--- src/hdl/kmsd_pkg.sv ---
// Package: shared constants, types and helpers for the key matrix scan and debounce core.
`default_nettype none
package kmsd_pkg;

  localparam int MAX_ROWS    = 8;
  localparam int MAX_COLUMNS = 8;
  localparam int ROW_W       = $clog2(MAX_ROWS);
  localparam int COL_W       = $clog2(MAX_COLUMNS);
  localparam int KEY_W       = 6;
  localparam int LEVEL_W     = 64;
  localparam int COUNT_W     = 4;
  localparam int TICK_W      = 16;
  localparam int CFG_ADDR_W  = 2;
  localparam int CFG_DATA_W  = 16;

  typedef enum logic [CFG_ADDR_W-1:0] {
    CFG_ROW_COUNT    = 2'd0,
    CFG_COLUMN_COUNT = 2'd1,
    CFG_DEBOUNCE     = 2'd2,
    CFG_IDLE_SCAN    = 2'd3
  } kmsd_cfg_e;

  typedef enum logic {
    ST_IDLE,
    ST_WALK
  } kmsd_state_e;

  typedef struct packed {
    logic             valid;
    logic [KEY_W-1:0] key_index;
    logic             key_down;
    logic             last_event;
  } kmsd_evt_t;

  function automatic logic [COUNT_W-1:0] sat_count(input logic [COUNT_W-1:0] v,
                                                   input logic [COUNT_W-1:0] max);
    sat_count = (v > max) ? max : v;
  endfunction

  function automatic logic [LEVEL_W-1:0] used_mask(input logic [COUNT_W-1:0] rows,
                                                   input logic [COUNT_W-1:0] cols);
    logic [LEVEL_W-1:0] m;
    m = '0;
    for (int c = 0; c < MAX_COLUMNS; c++) begin
      for (int r = 0; r < MAX_ROWS; r++) begin
        m[c*MAX_ROWS+r] = (COUNT_W'(c) < cols) && (COUNT_W'(r) < rows);
      end
    end
    used_mask = m;
  endfunction

endpackage
`default_nettype wire

--- src/hdl/kmsd_out_stage.sv ---
// Output register: holds one key event request for the master side.
`default_nettype none
module kmsd_out_stage
  import kmsd_pkg::*;
(
  input  wire logic       clk_i,
  input  wire logic       rst_ni,
  input  wire kmsd_evt_t  evt_i,
  output logic            free_o,
  output logic            m_axis_tvalid,
  input  wire logic       m_axis_tready,
  output logic [7:0]      m_axis_tdata,  // [5:0] key_index, [6] key_down, [7] zero
  output logic            m_axis_tlast   // last_event
);

  logic             valid_q, valid_d;
  logic [KEY_W-1:0] key_q, key_d;
  logic             down_q, down_d;
  logic             last_q, last_d;

  assign free_o = !valid_q || m_axis_tready;

  always_comb begin
    valid_d = evt_i.valid | (valid_q & !m_axis_tready);
    key_d   = key_q;
    down_d  = down_q;
    last_d  = last_q;
    if (evt_i.valid) begin
      key_d  = evt_i.key_index;
      down_d = evt_i.key_down;
      last_d = evt_i.last_event;
    end
  end

  always_ff @(posedge clk_i or negedge rst_ni) begin
    if (!rst_ni) begin
      valid_q <= 1'b0;
    end else begin
      valid_q <= valid_d;
    end
  end

  always_ff @(posedge clk_i) begin
    key_q  <= key_d;
    down_q <= down_d;
    last_q <= last_d;
  end

  assign m_axis_tvalid = valid_q;
  assign m_axis_tdata  = {1'b0, down_q, key_q};
  assign m_axis_tlast  = last_q;

endmodule
`default_nettype wire

--- src/hdl/kmsd_scan_walker.sv ---
// Scan walker: steps through the used matrix positions and issues one event per changed key.
`default_nettype none
module kmsd_scan_walker
  import kmsd_pkg::*;
(
  input  wire logic               clk_i,
  input  wire logic               rst_ni,
  input  wire logic               start_i,
  input  wire logic [LEVEL_W-1:0] chg_i,
  input  wire logic [LEVEL_W-1:0] pressed_i,
  input  wire logic [COUNT_W-1:0] rows_i,
  input  wire logic               free_i,
  output kmsd_evt_t               evt_o,
  output logic                    busy_o
);

  kmsd_state_e        state_q, state_d;
  logic [LEVEL_W-1:0] chg_q, chg_d;
  logic [LEVEL_W-1:0] pressed_q, pressed_d;
  logic [ROW_W-1:0]   row_q, row_d;
  logic [COL_W-1:0]   col_q, col_d;
  logic [KEY_W-1:0]   key_q, key_d;

  logic [KEY_W-1:0]   pos;
  logic [LEVEL_W-1:0] rest;
  logic               hit;
  logic               last;
  logic               push;
  logic               advance;

  assign pos  = {col_q, row_q};
  assign hit  = chg_q[pos];
  assign rest = chg_q & ~(LEVEL_W'(1) << pos);
  assign last = (rest == '0);

  always_comb begin
    state_d = state_q;
    case (state_q)
      ST_IDLE: begin
        if (start_i) begin
          state_d = ST_WALK;
        end
      end
      ST_WALK: begin
        if (hit && free_i && last) begin
          state_d = ST_IDLE;
        end
      end
      default: state_d = ST_IDLE;
    endcase
  end

  always_comb begin
    push    = 1'b0;
    advance = 1'b0;
    busy_o  = 1'b0;
    case (state_q)
      ST_IDLE: begin
        busy_o = 1'b0;
      end
      ST_WALK: begin
        busy_o  = 1'b1;
        push    = hit && free_i;
        advance = !hit || free_i;
      end
      default: begin
        busy_o = 1'b0;
      end
    endcase
    evt_o.valid      = push;
    evt_o.key_index  = key_q;
    evt_o.key_down   = pressed_q[pos];
    evt_o.last_event = last;
  end

  always_comb begin
    chg_d     = chg_q;
    pressed_d = pressed_q;
    row_d     = row_q;
    col_d     = col_q;
    key_d     = key_q;
    if (start_i && (state_q == ST_IDLE)) begin
      chg_d     = chg_i;
      pressed_d = pressed_i;
      row_d     = '0;
      col_d     = '0;
      key_d     = '0;
    end else if (advance) begin
      chg_d = rest;
      key_d = key_q + KEY_W'(1);
      if ((COUNT_W'(row_q) + COUNT_W'(1)) == rows_i) begin
        row_d = '0;
        col_d = col_q + COL_W'(1);
      end else begin
        row_d = row_q + ROW_W'(1);
      end
    end
  end

  always_ff @(posedge clk_i or negedge rst_ni) begin
    if (!rst_ni) begin
      state_q <= ST_IDLE;
    end else begin
      state_q <= state_d;
    end
  end

  always_ff @(posedge clk_i) begin
    chg_q     <= chg_d;
    pressed_q <= pressed_d;
    row_q     <= row_d;
    col_q     <= col_d;
    key_q     <= key_d;
  end

`ifndef NO_ASSERTIONS
  a_walk_has_work: assert property (@(posedge clk_i) disable iff (!rst_ni)
    (state_q == ST_WALK) |-> (chg_q != '0))
    else $error("walker active with no changes left");

  a_last_ends_walk: assert property (@(posedge clk_i) disable iff (!rst_ni)
    (push && last) |=> (state_q == ST_IDLE))
    else $error("walker kept going after last event");

  a_start_when_idle: assert property (@(posedge clk_i) disable iff (!rst_ni)
    start_i |-> (state_q == ST_IDLE))
    else $error("scan started while walker busy");

  a_push_has_room: assert property (@(posedge clk_i) disable iff (!rst_ni)
    evt_o.valid |-> free_i)
    else $error("event issued into full output register");
`endif

endmodule
`default_nettype wire

--- src/hdl/key_matrix_scan_debounce_core.sv ---
// Top level: key matrix scanner with debounce countdown and per-key change events.
//
// Slave side: one request per millisecond tick; s_axis_tdata carries the 64 active-low
// switch levels, bit column*8+row. Master side: one request per changed key, in key
// index order (column * row_count + row), tlast on the final event of a scan.
// A tick whose countdown is nonzero only decrements it and yields nothing. A scan tick
// compares the masked pressed map with the stored one and reloads the countdown with
// debounce_ticks minus one after changes, else idle_scan_ticks minus one.
// The walker registers the changed map when a scan tick is accepted, steps to index k
// and pushes that key's event into the output register that drives m_axis_tvalid.
// Throughput: a scan with changes walks one matrix position per cycle, up to
// row_count * column_count positions (64 at most), ending at the last changed key;
// s_axis_tready is low during the walk. Ticks without events are taken every cycle.
// A stall on m_axis_tready holds the walker at the next changed key.
// Reset restores the register defaults (8 rows, 8 columns, debounce 10, idle scan 1),
// an all-released map and a zero countdown, so the first tick scans.
// The configuration port (cfg_we_i, cfg_addr_i, cfg_wdata_i) is registered; the user must
// use it only while the block is idle, since the block itself does not enforce this.
`default_nettype none
module key_matrix_scan_debounce_core
  import kmsd_pkg::*;
(
  input  wire logic                  clk_i,
  input  wire logic                  rst_ni,
  input  wire logic                  cfg_we_i,
  input  wire logic [CFG_ADDR_W-1:0] cfg_addr_i,
  input  wire logic [CFG_DATA_W-1:0] cfg_wdata_i,
  input  wire logic                  s_axis_tvalid,
  output logic                       s_axis_tready,
  input  wire logic [LEVEL_W-1:0]    s_axis_tdata,  // [63:0] switch_levels
  output logic                       m_axis_tvalid,
  input  wire logic                  m_axis_tready,
  output logic [7:0]                 m_axis_tdata,  // [5:0] key_index, [6] key_down, [7] zero
  output logic                       m_axis_tlast   // last_event
);

  logic [COUNT_W-1:0] rows_cfg_q, rows_cfg_d;
  logic [COUNT_W-1:0] cols_cfg_q, cols_cfg_d;
  logic [TICK_W-1:0]  deb_q, deb_d;
  logic [TICK_W-1:0]  idle_q, idle_d;
  logic [LEVEL_W-1:0] prev_q, prev_d;
  logic [TICK_W-1:0]  ticks_q, ticks_d;

  logic [COUNT_W-1:0] rows_used;
  logic [COUNT_W-1:0] cols_used;
  logic [LEVEL_W-1:0] used;
  logic [LEVEL_W-1:0] pressed;
  logic [LEVEL_W-1:0] chg;
  logic [TICK_W-1:0]  interval;
  logic               in_acc;
  logic               scan;
  logic               start;
  logic               busy;
  logic               free;
  kmsd_evt_t          evt;

  assign rows_used = sat_count(rows_cfg_q, COUNT_W'(MAX_ROWS));
  assign cols_used = sat_count(cols_cfg_q, COUNT_W'(MAX_COLUMNS));
  assign used      = used_mask(rows_used, cols_used);
  assign pressed   = ~s_axis_tdata & used;
  assign chg       = (prev_q ^ pressed) & used;

  assign s_axis_tready = !busy;
  assign in_acc        = s_axis_tvalid && s_axis_tready;
  assign scan          = in_acc && (ticks_q == '0);
  assign start         = scan && (chg != '0);
  assign interval      = (chg != '0) ? deb_q : idle_q;

  always_comb begin
    rows_cfg_d = rows_cfg_q;
    cols_cfg_d = cols_cfg_q;
    deb_d      = deb_q;
    idle_d     = idle_q;
    if (cfg_we_i) begin
      case (kmsd_cfg_e'(cfg_addr_i))
        CFG_ROW_COUNT:    rows_cfg_d = cfg_wdata_i[COUNT_W-1:0];
        CFG_COLUMN_COUNT: cols_cfg_d = cfg_wdata_i[COUNT_W-1:0];
        CFG_DEBOUNCE:     deb_d      = cfg_wdata_i[TICK_W-1:0];
        CFG_IDLE_SCAN:    idle_d     = cfg_wdata_i[TICK_W-1:0];
        default: ;
      endcase
    end
  end

  always_comb begin
    prev_d  = prev_q;
    ticks_d = ticks_q;
    if (in_acc) begin
      if (ticks_q != '0) begin
        ticks_d = ticks_q - TICK_W'(1);
      end else begin
        prev_d  = pressed;
        ticks_d = (interval == '0) ? '0 : interval - TICK_W'(1);
      end
    end
  end

  always_ff @(posedge clk_i or negedge rst_ni) begin
    if (!rst_ni) begin
      rows_cfg_q <= COUNT_W'(8);
      cols_cfg_q <= COUNT_W'(8);
      deb_q      <= TICK_W'(10);
      idle_q     <= TICK_W'(1);
      prev_q     <= '0;
      ticks_q    <= '0;
    end else begin
      rows_cfg_q <= rows_cfg_d;
      cols_cfg_q <= cols_cfg_d;
      deb_q      <= deb_d;
      idle_q     <= idle_d;
      prev_q     <= prev_d;
      ticks_q    <= ticks_d;
    end
  end

  kmsd_scan_walker u_walker (
    .clk_i     (clk_i),
    .rst_ni    (rst_ni),
    .start_i   (start),
    .chg_i     (chg),
    .pressed_i (pressed),
    .rows_i    (rows_used),
    .free_i    (free),
    .evt_o     (evt),
    .busy_o    (busy)
  );

  kmsd_out_stage u_out (
    .clk_i         (clk_i),
    .rst_ni        (rst_ni),
    .evt_i         (evt),
    .free_o        (free),
    .m_axis_tvalid (m_axis_tvalid),
    .m_axis_tready (m_axis_tready),
    .m_axis_tdata  (m_axis_tdata),
    .m_axis_tlast  (m_axis_tlast)
  );

`ifndef NO_ASSERTIONS
  a_prev_in_used: assert property (@(posedge clk_i) disable iff (!rst_ni)
    scan |=> ((prev_q & ~$past(used)) == '0))
    else $error("stored map holds keys outside the used matrix");

  a_quiet_tick_counts: assert property (@(posedge clk_i) disable iff (!rst_ni)
    (in_acc && (ticks_q != '0)) |=> ((ticks_q == $past(ticks_q) - TICK_W'(1)) && !busy))
    else $error("countdown tick did not decrement or started a walk");

  a_change_reload: assert property (@(posedge clk_i) disable iff (!rst_ni)
    start |=> (busy && (ticks_q == (($past(deb_q) == '0) ? '0 : $past(deb_q) - TICK_W'(1)))))
    else $error("scan with changes did not start walk with debounce reload");
`endif

endmodule
`default_nettype wire

--- config.mk ---
export PLATFORM = sky130hd
export DESIGN_NAME = key_matrix_scan_debounce_core
export DESIGN_NICKNAME = d
export VERILOG_FILES = /design/src/hdl/kmsd_pkg.sv /design/src/hdl/kmsd_out_stage.sv /design/src/hdl/kmsd_scan_walker.sv /design/src/hdl/key_matrix_scan_debounce_core.sv
export SDC_FILE = /design/constraint.sdc
export NUM_CORES = 1
export LEC_CHECK = 0
export CAP_MARGIN = 20
export CORE_AREA = 2 2 162 164
export CTS_BUF_LIST = sky130_fd_sc_hd__clkbuf_8 sky130_fd_sc_hd__clkbuf_16
export CTS_CLUSTER_SIZE = 30
export DETAILED_ROUTE_END_ITERATION = 10
export DIE_AREA = 0 0 164 166
export DONT_BUFFER_PORTS = 1
export PLACE_DENSITY_LB_ADDON = 0.25
export SETUP_SLACK_MARGIN = 0.05
export SLEW_MARGIN = 0
export SYNTH_ARGS = -nofsm -noshare
export SYNTH_HDL_FRONTEND = slang
export SYNTH_SLANG_ARGS = --single-unit
export TNS_END_PERCENT = 10
--- constraint.sdc ---
create_clock -name clk_i -period 5.3 [get_ports clk_i]
set_input_delay 1.06 -clock clk_i [delete_from_list [all_inputs] [get_ports clk_i]]
set_output_delay 1.06 -clock clk_i [all_outputs]
set_load 0.01 [all_outputs]
Word level (Yosys, flattened, before mapping)
Cells that the tools add are included.

cells by class
  order comparisons = 19
  bitwise gates (word level) = 10
  equal/unequal tests = 4
  $add $sub $neg = 6
  mux-type cells = 18
  reduce and logical (&&, ||, !) cells = 89
  shifts and indexed selects = 1

operator list
  cell                     count
  $and A64 B64 Y64         3
  $mux W64                 2
  $not A64 Y64             2
  $logic_and A1 B1 Y1      70
  $logic_not A64 Y1        1
  $reduce_bool A64 Y1      1
  $shl A1 B6 Y64 const A   1
  $xor A64 B64 Y64         1
  $mux W16                 3
  $logic_not A16 Y1        2
  $lt A3 B4 Y1 const A     8
  $sub A16 B1 Y16 const B  2
  $lt A1 B4 Y1 const A     4
  $lt A2 B4 Y1 const A     4
  $reduce_bool A16 Y1      1
  $bmux W1 S6              2
  $reduce_and A2 Y1        6
  $gt A4 B4 Y1 const B     2
  $mux W4                  2
  $lt A6 B7 Y1 const B     1
  $add A3 B1 Y3 const B    2
  $add A6 B1 Y6 const B    1
  $mux W1                  6
  $add A3 B1 Y4 const B    1
  other kinds (12)         19

storage, ports and cells
  word-level logic and storage cells = 163
  flip-flop bits (word level) = 270
  output and inout port bits = 11

Depth between registers and ports, before layout
Gate-level depths: netlist (run 1).

  depth after elaboration = 12
  depth in mapped cells = 19

Hierarchy
Synthesis (run 1) repeated with hierarchy kept, for this count alone.

unflattened totals
  cells, all modules = 1429
  area, all modules = 14851.7 um^2

modules (own cells, without submodules)
  module                         sequential area each (um^2)  area each (um^2)  cells each  times used
  key_matrix_scan_debounce_core  3009.1                       7460.9            819         1
  kmsd_scan_walker               4108.9                       7084.3            596         1
  kmsd_out_stage                 265.3                        306.5             14          1

Worst setup path before layout (run 1)
No wires, ideal clock.

  kind = input port to flip-flop
  start point = input s_axis_tdata[2]
  end point = register ticks_q[11]
  buffers on the path = 1
  data arrival time = 4.599 ns
  stages = 15
  setup slack = 0.576 ns
  data required time = 5.175 ns
  cells stage by stage = xnor2_1 -> a22oi_2 -> o221ai_1 -> a2111oi_4 -> o2111ai_4 -> nor2_8 -> buf_2 -> mux2i_1 -> ha_1 -> nand2_1 -> or4_1 -> or3b_2 -> mux2_4 -> a21oi_1 -> nor3_2

on the way
  longest elaborated chain between the ends = 9

ends and longest elaborated chain
  what                                                  RTL line                              text
  from (decl)                                           key_matrix_scan_debounce_core.sv:30   input wire logic [LEVEL_W-1:0] s_axis_tdata,
  $not A64 Y64 *                                        key_matrix_scan_debounce_core.sv:60   assign pressed = ~s_axis_tdata & used;
  $and A64 B64 Y64 *                                    key_matrix_scan_debounce_core.sv:60
  $xor A64 B64 Y64 *                                    key_matrix_scan_debounce_core.sv:61   assign chg = (prev_q ^ pressed) & used;
  $and A64 B64 Y64 *                                    key_matrix_scan_debounce_core.sv:61
  $reduce_bool A64 Y1 *                                 key_matrix_scan_debounce_core.sv:67   assign interval = (chg != '0) ? deb_q : idle_q;
  $mux W16 *                                            key_matrix_scan_debounce_core.sv:67
  $sub A16 B1 Y16 or $logic_not A16 Y1 (tied branches)  key_matrix_scan_debounce_core.sv:93   ticks_d = (interval == '0) ? '0 : interval - TICK_W'(1);
  $mux W16 *                                            key_matrix_scan_debounce_core.sv:93
  $mux W16 *                                            key_matrix_scan_debounce_core.sv:89   if (ticks_q != '0) begin
  to (signal assigned)                                  key_matrix_scan_debounce_core.sv:112  ticks_q <= ticks_d;
  to (decl)                                             key_matrix_scan_debounce_core.sv:42   logic [TICK_W-1:0] ticks_q, ticks_d;

Every way passes the cells marked *; elsewhere a longest branch is shown, timed or not.
A chain may end at the register's enable or synchronous reset.

Worst setup path after layout (run 1)
  start point = register rows_cfg_q[2]
  end point = register ticks_q[11]

on the way
  longest elaborated chain between the ends = 12

ends and longest elaborated chain
  what                                                  RTL line                              text
  from (decl)                                           key_matrix_scan_debounce_core.sv:37   logic [COUNT_W-1:0] rows_cfg_q, rows_cfg_d;
  from (signal assigned)                                key_matrix_scan_debounce_core.sv:107  rows_cfg_q <= rows_cfg_d;
  $gt A4 B4 Y1                                          kmsd_pkg.sv:37                        sat_count = (v > max) ? max : v;
  $mux W4 *                                             kmsd_pkg.sv:37
  $lt A1 B4 Y1, or another cell as far along            kmsd_pkg.sv:46                        m[c*MAX_ROWS+r] = (COUNT_W'(c) < cols) && (COUNT_W'(r) < rows);
  $logic_and A1 B1 Y1                                   kmsd_pkg.sv:46
  $and A64 B64 Y64                                      key_matrix_scan_debounce_core.sv:60
  $xor A64 B64 Y64                                      key_matrix_scan_debounce_core.sv:61
  $and A64 B64 Y64 *                                    key_matrix_scan_debounce_core.sv:61
  $reduce_bool A64 Y1 *                                 key_matrix_scan_debounce_core.sv:67
  $mux W16 *                                            key_matrix_scan_debounce_core.sv:67
  $sub A16 B1 Y16 or $logic_not A16 Y1 (tied branches)  key_matrix_scan_debounce_core.sv:93
  $mux W16 *                                            key_matrix_scan_debounce_core.sv:93
  $mux W16 *                                            key_matrix_scan_debounce_core.sv:89

Marked as above.

==> impl_metrics.tcl, run 1 <==
set metrics [dict create \
    final_util_pct 61.7 \
    max_freq_ghz 0.203 \
    power.density_nw_per_um2 452 \
    tightest_slew_ps 1130 \
    cts-root-buf "clkbuf_16" \
    cts_max_level 1 \
    maxSlewViolCount 0 \
    reg2reg_depth 14 \
    critical_path.slowest_cell "or4_4" \
    finalSetupViolations 0 \
    hold_path_class "input pin to asynchronous set/reset pin" \
    setup_ws_ps 380 \
    routabilityCongestion 1.01 \
    holdWs_ps 207 \
    ir_worst_vdd_v 0.000335 \
    io_buffers 0 \
    drt-total-wl_um 41000 \
    finalCritPeriodShare_pct 92.8 \
    cp_data_required_time_ps 5730 \
    max_stage_delay_ps 700 \
    critPathBufInv 0 \
    critical_path_peak_fanout 21 \
    num_rows 59 \
    max_cap_viol_count 0 \
    drtIter0Drc 1214 \
    synth_area_um2 14500 \
    p_leak_nw 6.28 \
    fp.dieW_um 164 \
    start_kind "flip-flop" \
    first_pass_iters 5 \
    synth_async_sr_flop_share_pct 45.2 \
    postRouteAntennaNets 0 \
    synth_cell_types 82 \
    yosys.area.top_type "edfxtp_1" \
    ys_warn_count 0 \
    vias 10532 \
    final_hold_viol_count 0 \
    finalNonFillerCells 1583 \
    synth_edf_count 136 \
    power.total_mw 7.15 \
    placed_cells 1530 \
    synth.area.top_cells "edfxtp_1 28%, dfrtp_1 20%, mux2_2 8.2%" \
    synth_ff_type "edfxtp_1" \
    status "finished, final reports clean" \
    syn_inst 1236 \
    synth_top_area_share_pct 28.2 \
    antenna_found_initial 0 \
    grt_pass1_wl_um 62500 \
    fin_nets 1323 \
    clk_latency_ps 560 \
    crit_family "simple AND/OR/NAND/NOR gates" \
    start_util_pct 56.6 \
    finalSetupTns_ps 0 \
    drt-wirelength-per-cell_um 25.9 \
    cts_buffers 28 \
    slew_headroom_pct 24.7 \
    dpl_cell_area_um2 14800 \
    ys_ff_latch 270 \
    path_depth 14 \
    die_h_um 166 \
    die-area_um2 27200 \
    grt_pass1_vias 10308 \
    hpwlAfterDp_um 29300 \
    synth_most_common_cell "edfxtp_1" \
    grt_remaining_overflow 0 \
    viasPerCell 6.65 \
    grt_max_degree 123 \
    crit_chain "or4_4 -> nand3_1 -> o311ai_1 -> nor4_1 -> nand4_2 -> nor2_8 -> mux2i_1 -> ha_1 -> nand2_1 -> or4_1 -> or3b_2 -> mux2_4 -> a21oi_1 -> nor3_2" \
    worst_setup_path_end_kind "flip-flop" \
    syn2layout_area_growth_pct 9.00 \
    drive_above_1_share_pct 21.2 \
    syn-num-nets 1333 \
    hold_buffers 0 \
    cts_num_sinks 270 \
    cts_tree "yes" \
    post-route-min-period_ps 4920 \
    drc_errors 0 \
    clock_path_buffers 3 \
    critical_path_arrival_ps 5350 \
    synthTopCellsByCount "136 x edfxtp_1, 117 x dfrtp_1, 108 x o21ai_0, 105 x mux2_2, 76 x nand2_1" \
    io_pins 98 \
    place_ws_ps 312 \
    coreArea_um2 25600 \
    worstSetupPathType "flip-flop to flip-flop" \
    clkTransAtPathRegs_ps 60 \
    grt_usage_pct 30.6 \
    yosysSeqAreaShare_pct 51.0 \
    grt_setup_unrepaired "no" \
    syn_avg_cell_area_um2 11.7 \
    fin_area_um2 15800 \
    finClkSkew_ps 14.2 \
    diodes 0 \
]
final cells by class:
| cell class | count | area, um2 |
|---|---|---|
| fillers | 2002 | 9820 |
| flip-flops and latches | 270 | 7390 |
| clock buffers | 32 | 778 |
| clock inverters | 20 | 173 |
| inverters | 11 | 43.8 |
| repair buffers | 37 | 290 |
| well taps | 335 | 419 |
| multi-input cells | 878 | 6700 |
state kept, by name, indices dropped and copies added, names as in the netlist:
register,cells
prev_q,64
u_walker.chg_q,64
u_walker.pressed_q,64
deb_q,16
idle_q,16
ticks_q,16
u_out.key_q,6
u_walker.key_q,6
cols_cfg_q,4
rows_cfg_q,4
u_walker.col_q,3
u_walker.row_q,3
u_out.down_q,1
u_out.m_axis_tlast,1
u_out.m_axis_tvalid,1
u_walker.state_q,1
cells by family after synthesis:
logic type               synth area share, %
XOR/XNOR                                5.80
buffers and inverters                   2.93
flip-flops                              51.0
multiplexers                            16.2
other                                 0.0259
AND/OR/NAND/NOR                         13.8
AO/OA/AOI/OAI                           9.39
adder cells (fa/ha/maj)                0.863
repair_timing:
action | in CTS | in global routing
resized for setup | 0 | 1
setup endpoints to repair | 0 | 1
buffers inserted | 0 | 1
where the power goes:
part | switching (mW) | leakage, nW | internal [mW]
clock network | 0.835 | 0.481 | 1.19
logic | 1.20 | 2.66 | 0.890
registers | 0.417 | 3.14 | 2.61
total | 2.46 | 6.28 | 4.69
worst paths after layout:
path                                              to                      startpoint  slack [ps]
max in group asynchronous  cols_cfg_q[3]$_DFFE_PN1P_                          rst_ni        4800
min reg2reg                 u_out.key_q[5]$_DFFE_PP_  u_walker.key_q[5]$_SDFFE_PP0P_         480
min                           prev_q[30]$_DFFE_PN0P_                          rst_ni         210
max reg2reg                  ticks_q[11]$_DFFE_PN0P_       rows_cfg_q[2]$_DFFE_PN0P_         380
max                          ticks_q[11]$_DFFE_PN0P_       rows_cfg_q[2]$_DFFE_PN0P_         380
min in group clk_i          u_out.key_q[5]$_DFFE_PP_  u_walker.key_q[5]$_SDFFE_PP0P_         480
cells in the final DEF, fill, tap and decap left out, types with 10 or more instances in the layout:
master / netlist / layout
nor3_1: 75 / 74
clkbuf_16: 0 / 30
edfxtp_1: 136 / 136
o21ai_1: 27 / 27
inv_1: 10 / 13
nand3b_1: 10 / 10
mux4_2: 41 / 41
nand4_1: 33 / 33
o21ai_0: 108 / 108
dfrtp_1: 117 / 117
ha_1: 10 / 10
mux2_2: 105 / 105
buf_4: 5 / 36
nor4_1: 15 / 15
or3_1: 18 / 18
nand3_1: 27 / 27
xor2_1: 43 / 43
a21oi_1: 23 / 23
nand2_1: 76 / 75
xnor2_1: 53 / 53
mux2i_1: 23 / 23
or4_1: 18 / 17
dfxtp_1: 12 / 10
nor2_1: 66 / 66
per-layer routing:
| metal | share of wire, % | global-route usage [%] | vias up | wire (um) |
|---|---|---|---|---|
| met1 | 40 | 42.8 | 5115 | 16300 |
| met5 | 0 | 0 | - | 0 |
| met4 | 4.0 | 11.4 | 0 | 1660 |
| met2 | 44 | 45.3 | 646 | 18200 |
| met3 | 12 | 9.07 | 115 | 4840 |
| li1 | - | - | 4656 | - |
Power figures use the tool's default switching activity.
==> run 2, diff against run 1 <==
Settings changed: CTS_BUF_LIST sky130_fd_sc_hd__clkbuf_8 sky130_fd_sc_hd__clkbuf_16 to sky130_fd_sc_hd__clkbuf_4 sky130_fd_sc_hd__clkbuf_8 sky130_fd_sc_hd__clkbuf_16.
==> run 2 against run 1 <==
Largest power group unchanged. Highest routed layer unchanged. Critical path depth unchanged. Worst hold slack worse by 1.1 ps. First-iteration DRC count down 4.9%.
==> impl_metrics.tcl, run 2 (synthesized netlist as in run 1, its figures left out) <==
set metrics [dict create \
    status "finished, final reports clean" \
    start_kind "flip-flop" \
    critical_path_arrival_ps 5340 \
    cts-root-buf "clkbuf_16" \
    final_common_cell "edfxtp_1" \
    clk_latency_ps 550 \
    drc_errors 0 \
    vias 10535 \
    io_pins 98 \
    drtIter0Drc 1154 \
    finalCritPeriodShare_pct 92.6 \
    antenna_found_initial 0 \
    die_h_um 166 \
    finalSetupTns_ps 0 \
    finClkSkew_ps 11.2 \
    p_leak_nw 6.27 \
    grt_pass1_wl_um 62600 \
    io_buffers 0 \
    max_cap_viol_count 0 \
    place_ws_ps 312 \
    top_regs "prev_q x64, u_walker.chg_q x64, u_walker.pressed_q x64" \
    slew_headroom_pct 24.8 \
    coreArea_um2 25600 \
    critical_path_peak_fanout 21 \
    start_util_pct 56.6 \
    drt-total-wl_um 41200 \
    fin_nets 1323 \
    drt-wirelength-per-cell_um 26.0 \
    tightest_slew_ps 1130 \
    cts_num_sinks 270 \
    first_pass_iters 5 \
    worstSetupPathType "flip-flop to flip-flop" \
    cp_data_required_time_ps 5730 \
    grt_usage_pct 30.6 \
    num_rows 59 \
    diodes 0 \
    power.density_nw_per_um2 454 \
    layout_common_cells "136 x edfxtp_1, 117 x dfrtp_1, 108 x o21ai_0, 105 x mux2_2, 75 x nand2_1" \
    syn2layout_area_growth_pct 9.08 \
    fp.dieW_um 164 \
    hold_path_class "input pin to asynchronous set/reset pin" \
    grt_max_degree 123 \
    routabilityCongestion 1.01 \
    setup_ws_ps 390 \
    grt_pass1_vias 10321 \
    grt_remaining_overflow 0 \
    final_hold_viol_count 0 \
    viasPerCell 6.66 \
    finalSetupViolations 0 \
    drive_above_1_share_pct 21.4 \
    grt_setup_unrepaired "no" \
    die-area_um2 27200 \
    maxSlewViolCount 0 \
    clock_path_buffers 3 \
    ir_worst_vdd_v 0.000335 \
    max_freq_ghz 0.204 \
    cts_buffers 28 \
    clkTransAtPathRegs_ps 60 \
    hpwlAfterDp_um 29300 \
    cts_tree "yes" \
    post-route-min-period_ps 4910 \
    worst_setup_path_end_kind "flip-flop" \
    postRouteAntennaNets 0 \
    cts_max_level 1 \
]
[run 2: cell count changes in the layout (fill, tap and decap cells not counted)]
cell / previous run / this run
clkbuf_4: 0 / 3
inv_1: 13 / 10
[run 2: final cells by class]
cell class | instances | area (um2)
Timing Repair Buffer | 37 | 290
Tap cell | 335 | 419
Inverter | 11 | 43.8
Clock buffer | 35 | 801
Clock inverter | 17 | 161
Sequential cell | 270 | 7390
Multi-Input combinational cell | 878 | 6700
Fill cell | 2001 | 9810
[run 2: worst paths after layout]
kind | start | end | slack (ps) | cells past startpoint
min in group clk_i | u_walker.key_q[5]$_SDFFE_PP0P_ | u_out.key_q[5]$_DFFE_PP_ | 480 | 0
worst min register to register | u_walker.key_q[5]$_SDFFE_PP0P_ | u_out.key_q[5]$_DFFE_PP_ | 480 | 0
worst max-delay path | rows_cfg_q[2]$_DFFE_PN0P_ | ticks_q[11]$_DFFE_PN0P_ | 390 | 14
worst min-delay path | rst_ni | prev_q[30]$_DFFE_PN0P_ | 210 | 0
worst max register to register | rows_cfg_q[2]$_DFFE_PN0P_ | ticks_q[11]$_DFFE_PN0P_ | 390 | 14
max in group asynchronous | rst_ni | cols_cfg_q[3]$_DFFE_PN1P_ | 4810 | 0
[run 2: metrics by stage]
stage	hold slack (ps)	power [mW]	instances	util, %	cell area (um2)
floorplan	431	4.36	1236	-	14500
global placement	447	5.05	1530	57.9	14800
detailed placement	458	5.08	1530	57.9	14800
CTS	193	7.12	1582	61.7	15800
global route	195	7.46	1583	61.7	15800
finish	206	7.17	1583	61.7	15800
[run 2: metal layers]
layer	track usage, %	up-vias	routed length (um)
met4	11.4	0	1470
met1	42.9	5145	16600
li1	-	4657	-
met2	45.3	636	18300
met3	9.07	97	4820
met5	0	-	0
[run 2: power by group]
group          internal (mW)  switching [mW]
Combinational          0.890            1.21
Clock                   1.21           0.834
Sequential              2.61           0.418
[run 2: what timing repair did]
item / CTS / global route
setup endpoints to repair: 0 / 1
gates resized for setup: 0 / 1
buffers inserted: 0 / 1
hold buffers: 0 / 0
[run 2: critical path, cell delays in order, from the launching register on]
cell      delay [ps]
dfrtp_1          650
or4_4            700
nand3_1          190
o311ai_1         170
nor4_1           330
nand4_2          280
nor2_8           190
mux2i_1          260
ha_1             270
nand2_1          120
or4_1            510
or3b_2           500
mux2_4           320
a21oi_1          230
nor3_2            80
